[src/rtl/core/multithread_core_thread_scheduler_defines.svh]
// Assertion macros for the multithreaded core scheduler.
// Included by the top level; expects i_clk and i_rst_n in scope.
`ifndef MULTITHREAD_CORE_THREAD_SCHEDULER_DEFINES_SVH
`define MULTITHREAD_CORE_THREAD_SCHEDULER_DEFINES_SVH
`ifndef SYNTHESIS
// Implication in the same cycle.
`define MTS_ASSERT_IMP(lbl, ante, cons) \
lbl: assert property (@(posedge i_clk) disable iff (!i_rst_n) (ante) |-> (cons)) \
    else $error("mts assertion failed");
// Implication into the next cycle.
`define MTS_ASSERT_NXT(lbl, ante, cons) \
lbl: assert property (@(posedge i_clk) disable iff (!i_rst_n) (ante) |=> (cons)) \
    else $error("mts assertion failed");
`else
`define MTS_ASSERT_IMP(lbl, ante, cons)
`define MTS_ASSERT_NXT(lbl, ante, cons)
`endif
`endif

[src/rtl/core/mts_pkg.sv]
// Shared types and constants of the multithreaded core scheduler.
// Used by the controller, the datapath and the top level; no dependencies.
package mts_pkg;

    localparam int THREADS_MAX = 8;
    localparam int REGISTERS   = 8;
    localparam int RF_DEPTH    = THREADS_MAX * REGISTERS;
    localparam int RF_AW       = $clog2(RF_DEPTH);

    // Instruction codes.
    typedef enum logic [2:0] {
        OPC_NOP, OPC_ADD, OPC_SUB, OPC_ADDI, OPC_SUBI, OPC_LOAD, OPC_STORE, OPC_HALT
    } t_opcode;

    // Item kinds.
    typedef enum logic [1:0] {
        MODE_INSTR, MODE_LOAD_RET, MODE_CTX_READ, MODE_NONE
    } t_mode;

    // Configuration register indexes.
    typedef enum logic [2:0] {
        CFG_POLICY, CFG_ACTIVE, CFG_LOAD_LAT, CFG_STORE_LAT, CFG_SWITCH_OVH
    } t_cfg_index;

    // Input beat.
    typedef struct packed {
        logic [1:0]         mode;
        logic [2:0]         opcode;
        logic [2:0]         dest_reg;
        logic [2:0]         src_reg;
        logic signed [31:0] src2_value;
        logic               src2_is_imm;
        logic signed [31:0] load_data;
        logic [2:0]         query_thread;
        logic [2:0]         query_reg;
    } t_item;

    // Result beat.
    typedef struct packed {
        logic               fetch_ready;
        logic [2:0]         next_thread;
        logic [31:0]        next_pc;
        logic               mem_read;
        logic               mem_write;
        logic signed [31:0] mem_address;
        logic signed [31:0] mem_write_data;
        logic signed [31:0] read_data;
        logic [31:0]        cycle_count;
        logic [31:0]        instruction_count;
        logic               all_halted;
    } t_res;

    // Controller states.
    typedef enum logic [3:0] {
        S_IDLE, S_RD_A, S_RD_B, S_RD_C, S_EXEC, S_SCH_MIN, S_SCH_PICK,
        S_SCH_SWITCH, S_LOAD_RET, S_CTX, S_FIN
    } t_state;

    // Datapath operations.
    typedef enum logic [3:0] {
        DP_NONE, DP_LATCH, DP_RD_A, DP_RD_B, DP_RD_C, DP_EXEC, DP_SCH_MIN,
        DP_SCH_PICK, DP_SCH_SWITCH, DP_LOAD_RET, DP_CTX, DP_FIN
    } t_dp_op;

    typedef struct packed {
        t_dp_op op;
    } t_dp_cmd;

    typedef struct packed {
        logic all_halted;
        logic need_sched;
        logic out_busy;
    } t_dp_status;

endpackage

[src/rtl/core/mts_ctrl.sv]
// Controller state machine of the scheduler: sequences the datapath per item.
// Depends on mts_pkg; talks to mts_datapath through t_dp_cmd and t_dp_status.
module mts_ctrl import mts_pkg::*; (
    input  logic       i_clk,
    input  logic       i_rst_n,
    input  logic       i_in_valid,
    input  logic [1:0] i_mode,
    input  t_dp_status i_status,
    output logic       o_in_stall,
    output t_dp_cmd    o_cmd
);

    t_state r_state, n_state;

    // State register.
    always_ff @(posedge i_clk) begin
        if (!i_rst_n) begin
            r_state <= S_IDLE;
        end else begin
            r_state <= n_state;
        end
    end

    // Next state and datapath command.
    always_comb begin
        n_state    = r_state;
        o_cmd.op   = DP_NONE;
        o_in_stall = (r_state != S_IDLE);
        unique case (r_state)
            S_IDLE: begin
                if (i_in_valid) begin
                    o_cmd.op = DP_LATCH;
                    priority if (i_mode == MODE_INSTR && !i_status.all_halted) begin
                        n_state = S_RD_A;
                    end else if (i_mode == MODE_LOAD_RET) begin
                        n_state = S_LOAD_RET;
                    end else if (i_mode == MODE_CTX_READ) begin
                        n_state = S_CTX;
                    end else begin
                        n_state = S_FIN;
                    end
                end
            end
            S_RD_A:       begin o_cmd.op = DP_RD_A; n_state = S_RD_B; end
            S_RD_B:       begin o_cmd.op = DP_RD_B; n_state = S_RD_C; end
            S_RD_C:       begin o_cmd.op = DP_RD_C; n_state = S_EXEC; end
            S_EXEC: begin
                o_cmd.op = DP_EXEC;
                n_state  = i_status.need_sched ? S_SCH_MIN : S_FIN;
            end
            S_SCH_MIN:    begin o_cmd.op = DP_SCH_MIN;    n_state = S_SCH_PICK; end
            S_SCH_PICK:   begin o_cmd.op = DP_SCH_PICK;   n_state = S_SCH_SWITCH; end
            S_SCH_SWITCH: begin o_cmd.op = DP_SCH_SWITCH; n_state = S_FIN; end
            S_LOAD_RET:   begin o_cmd.op = DP_LOAD_RET;   n_state = S_FIN; end
            S_CTX:        begin o_cmd.op = DP_CTX;        n_state = S_FIN; end
            S_FIN: begin
                // Wait until the result register is free.
                if (!i_status.out_busy) begin
                    o_cmd.op = DP_FIN;
                    n_state  = S_IDLE;
                end
            end
            default: n_state = S_IDLE;
        endcase
    end

endmodule

[config.mk]
export PLATFORM = sky130hd
export DESIGN_NAME = mts_ctrl
export DESIGN_NICKNAME = d
export VERILOG_FILES = /design/src/rtl/core/multithread_core_thread_scheduler_defines.svh /design/src/rtl/core/mts_pkg.sv /design/src/rtl/core/mts_ctrl.sv
export SDC_FILE = /design/constraint.sdc
export NUM_CORES = 1
export LEC_CHECK = 0
export BUFFER_PORTS_ARGS = -buffer_cell sky130_fd_sc_hd__buf_2
export CAP_MARGIN = 20
export CORE_AREA = 2 2 39 41
export DETAILED_ROUTE_END_ITERATION = 10
export DIE_AREA = 0 0 41 43
export SLEW_MARGIN = 25
export SYNTH_ARGS = -nofsm -noshare
export SYNTH_HDL_FRONTEND = slang
export SYNTH_SLANG_ARGS = --single-unit
[constraint.sdc]
create_clock -name i_clk -period 1.9 [get_ports i_clk]
set_clock_uncertainty 0.1 [all_clocks]
set_input_delay 0.095 -clock i_clk [delete_from_list [all_inputs] [get_ports i_clk]]
set_output_delay 0.095 -clock i_clk [all_outputs]
set_load 0.005 [all_outputs]
Word level (Yosys, flattened, before mapping). Cells that the tools add are included.

ROM bits: 0. Bits of input ports: 8. Bits in latches: 0. Word-level logic and storage cells: 32. Memories kept: 0. Memory bits (writable): 0. Output and inout port bits: 5. Bits in registers: 4.

Shifts and indexed selects: 0. Multiplexer cells: 10. Order comparisons: 0. Bitwise operators: 0. Eq/ne operators: 14. Multiply operators: 0. Add/subtract/negate cells: 0. Divide/modulo/power cells: 0. Reduce and logical (&&, ||, !) cells: 7.

Operator list (count): $pmux W4 S11 (1); $pmux W4 S9 (1); $mux W4 (5); $eq A4 B3 Y1 const B (4); $eq A4 B4 Y1 const B (3); $eq A4 B2 Y1 const B (2); $eq A4 B1 Y1 const B (1); $logic_not A4 Y1 (1); $mux W2 (2); $ne A2 B2 Y1 const B (2); $reduce_bool A4 Y1 (1); $reduce_or A3 Y1 (1); $eq A2 B1 Y1 const B (1); $eq A2 B2 Y1 const B (1); $logic_not A2 Y1 (1); $reduce_and A2 Y1 (1); $logic_and A1 B1 Y1 (1); $logic_not A1 Y1 (1); $mux W1 (1).

Logic depth before layout (Yosys ltp).
Depth after elaboration: 6. Mapped depth: 6. Mapped depth without buffers: 6.

Worst setup path before layout. Ideal clock, no wire load.

Kind: flip-flop to flip-flop. Start point: reg r_state[1]. End point: reg r_state[1]. Path buffers: 1. Cell stages (with the launch flop): 5. Library setup time: 0.130 ns. Required time: 1.670 ns. Clock period less this slack: 1.374 ns. Slack: 0.526 ns. Data arrival time: 1.144 ns. Path through: dfxtp_1 -> buf_6 -> or3_1 -> o31ai_4 -> a211oi_2.

Word-level cells in the longest chain between the ends: 3. Elaborated cells between the ends (all ways): 16. Classes of those cells: eq/ne: 12; mux: 1; reduce/logical: 3.

RTL lines: from (decl) (RTL line mts_ctrl.sv:13) `t_state r_state, n_state;`; from (signal assigned) (RTL line mts_ctrl.sv:20) `r_state <= n_state;`; $eq A4 B4 Y1, or another cell as far along (RTL line mts_ctrl.sv:29) `unique case (r_state)`; $reduce_or A3 Y1 (no source line) / $ne A2 B2 Y1 (equally long branches); $pmux W4 S9 / $reduce_and A2 Y1 (equally long branches).

Several ways; a longest one is shown, not always the timed one. A chain may end at the register's enable or synchronous reset.

==> parameters.txt <==
Parameter                              Value

Run status
  Result of the run    finished, final reports clean

Yosys
  Count of state elements after synthesis    4
  Cell area after synthesis    409 µm²
  Leading post-synthesis cells by cell area    sky130_fd_sc_hd__dfxtp_1 20%, sky130_fd_sc_hd__a21oi_1 8.6%, sky130_fd_sc_hd__a211oi_2 6.1%
  Distinct cell type count after synthesis    24
  Flip-flop cell with the highest count after synthesis    sky130_fd_sc_hd__dfxtp_1
  Fraction of registers with async set/reset    0
  Syn Area/Cell    8.18 µm²
  Largest area contributor in the synthesized netlist    sky130_fd_sc_hd__dfxtp_1
  Number of instances in the synthesized netlist    50
  Number of warnings printed during yosys synthesis    0
  Yosys top cell area share    0.196
  Most common cell in the netlist    sky130_fd_sc_hd__a21oi_1
  Count of flip-flops with a built-in enable after synthesis    0
  Commonest cells in the netlist    7 x sky130_fd_sc_hd__a21oi_1, 5 x sky130_fd_sc_hd__inv_1, 5 x sky130_fd_sc_hd__nor2_1
  Synthesized netlist net count    60
  Portion of the post-synthesis area used by sequential elements    0.196

Clocking
  H-tree depth    1
  TritonCTS clock tree    yes
  CTS sink cnt    4
  Clock root buffer    sky130_fd_sc_hd__clkbuf_4
  Number of clock buffers inserted by TritonCTS    3
  Buffer depth of the longest clock path    2
  # resized after CTS    0
  Number of post-CTS setup repair buffers    0
  Register clock-pin slew on the reported worst setup and hold paths    0.04 ns
  Number of hold buffers added after CTS    0
  Later-pin clock latency in the skew report    0.24 ns

Setup path
  Worst endpoint data arrival time    1.41 ns
  Largest delay contributor family on the critical path    simple AND/OR/NAND/NOR gates
  Number of buffers and inverters on the critical path    1
  Largest incremental delay on the critical path    0.45 ns
  Crit Path Class    register to primary output
  Required @ worst endpoint    1.70 ns
  Critical path cell sequence    or3_1 -> nor2_1 -> nor3_1 -> buf_2
  CP Launch Point    r_state[1]$_SDFFE_PN0P_
  Max stage delay cell, worst path    sky130_fd_sc_hd__or3_1
  Endpoint class of the critical path    primary output
  Kind of launch point of the worst setup path    register
  Critical path peak fanout    11
  Launch point of the worst reg-to-reg path    r_state[2]$_SDFFE_PN0P_

Final layout
  Registers with the most flip-flops    r_state: 4 flops
  Final cell count without fillers    77
  Number of flip-flops in the largest register    4
  Synth-to-layout area growth    15.9%
  Number of antenna repair diodes    0
  Fraction of layout instances using a drive strength above 1    0.344
  Reg with most FFs    r_state
  Final core utilization    0.343
  Net count reported at finish    73
  Final design instance area without fill    474 µm²

Timing
  Finish-stage setup viols    0
  RSZ-0062 raised after global routing    false
  Slew Limit Fails    0
  Hold Slack    0.0518 ns
  Setup TNS    0 ns
  Final setup margin    0.291 ns
  Actual transition at the worst max-transition pin    0.508 ns
  Shortest period the worst path allows    1.61 ns
  Period Utilization, post-route    0.847
  Final hold violations    0
  Max frequency    0.621 GHz
  Rel. slew slack    0.661

Route
  Detailed-router iteration count before antenna repair    3
  Vias/cell    4.79
  Remaining antenna violation count    0
  DRC viols    0
  Avg WL per Cell    10.8 µm
  WL final    829 µm
  First-iteration detailed-routing DRC count    3
  Count of vias placed by the detailed router    369

Power and ir drop
  Leakage power    0.205 nW
  Power per Cell Area    1260 mW/mm²
  Worst ir drop on vdd    0.363 mV
  Final Power    0.599 mW

Placed design
  Final weighted congestion of routability-driven global placement    0.745
  Count of port buffers added during placement    12
  Number of cells in the design after placement    74
  HPWL after detailed placement    672 µm
  Worst Setup Slack post-DPL    0.345 ns
  Standard cell area after detailed placement    452 µm²

Hold path
  Type of the worst min-delay path    input pin to register
  Hold path start    i_rst_n

Die
  Initial cell density of the core    0.296
  Total core area    0.00138 mm²
  Floorplan die width    41 µm
  Die Span Y    43 µm
  # IOs    13
  Row count    14
  Die Outline Area    0.00176 mm²

Run
  Number of max-cap violations    0

Global routing
  Initial antenna violation count    0
  GRT overflow    0
  Wire length of the first global-routing pass    1.40 mm
  Largest net degree at the start of global routing    13
  Via count of the first global-routing pass    323
  Overall routing resource usage    0.117
[routing by layer]
| layer | global-route usage | wire (µm) |
|---|---|---|
| met1 | 0.150 | 375 |
| met2 | 0.163 | 406 |
| met3 | 0.0628 | 47 |
| met4 | 0.0400 | 0 |
| met5 | 0 | 0 |
[cells by family (layout without fill, tap and decap cells)]
| logic type | count (synthesis) | in the layout | synth area share |
|---|---|---|---|
| AOI/OAI and AO/OA | 16 | 16 | 0.291 |
| and+or+nand+nor | 17 | 17 | 0.272 |
| adders and majority gates | 2 | 2 | 0.0612 |
| DFF | 4 | 4 | 0.196 |
| buffers and inverters | 9 | 20 | 0.138 |
| xor gates and xnor gates | 2 | 2 | 0.0428 |
[power by group]
group	internal [mW]	leakage [nW]	switching, mW
Clock	0.0707	0.0138	0.0360
Combinational	0.163	0.159	0.139
Sequential	0.110	0.0328	0.0804
Total	0.343	0.205	0.255
[placed cells by master (no fill, tap or decap), drive strengths merged]
cell type	instances
nor2	5
nor3	1
nand2	1
xor2	1
nor4	1
o21ai	4
and2b	1
o22a	1
o2111ai	1
a21oi	7
or3	3
buf	12
nand2b	1
inv	5
a211oi	2
xnor2	1
nand3b	1
o31ai	1
ha	2
dfxtp	4
nand3	1
or2b	2
clkbuf	3
[cell type report]
class                      count  area [µm²]
multi-input combinational     37         273
fill                         160         910
inverter                       5        18.8
timing repair buffer          12        60.1
clock buffer                   3        22.5
tap                           16        20.0
sequential                     4        80.1
[worst min-delay path, delay by kind of cell]
kind            cells  cell delay, ns
buf+inv             1            0.12
compound gates      2            0.12
[path summary, 6_finish.rpt]
path                             endpoint  slack [ns]  cells after the start
hold reg to reg   r_state[2]$_SDFFE_PN0P_        0.52                      2
setup reg to reg  r_state[3]$_SDFFE_PN0P_        0.33                      4
hold / removal    r_state[0]$_SDFFE_PN0P_        0.05                      3
setup / recovery                 o_cmd[0]        0.29                      4
(Power assumes the default switching activity.)
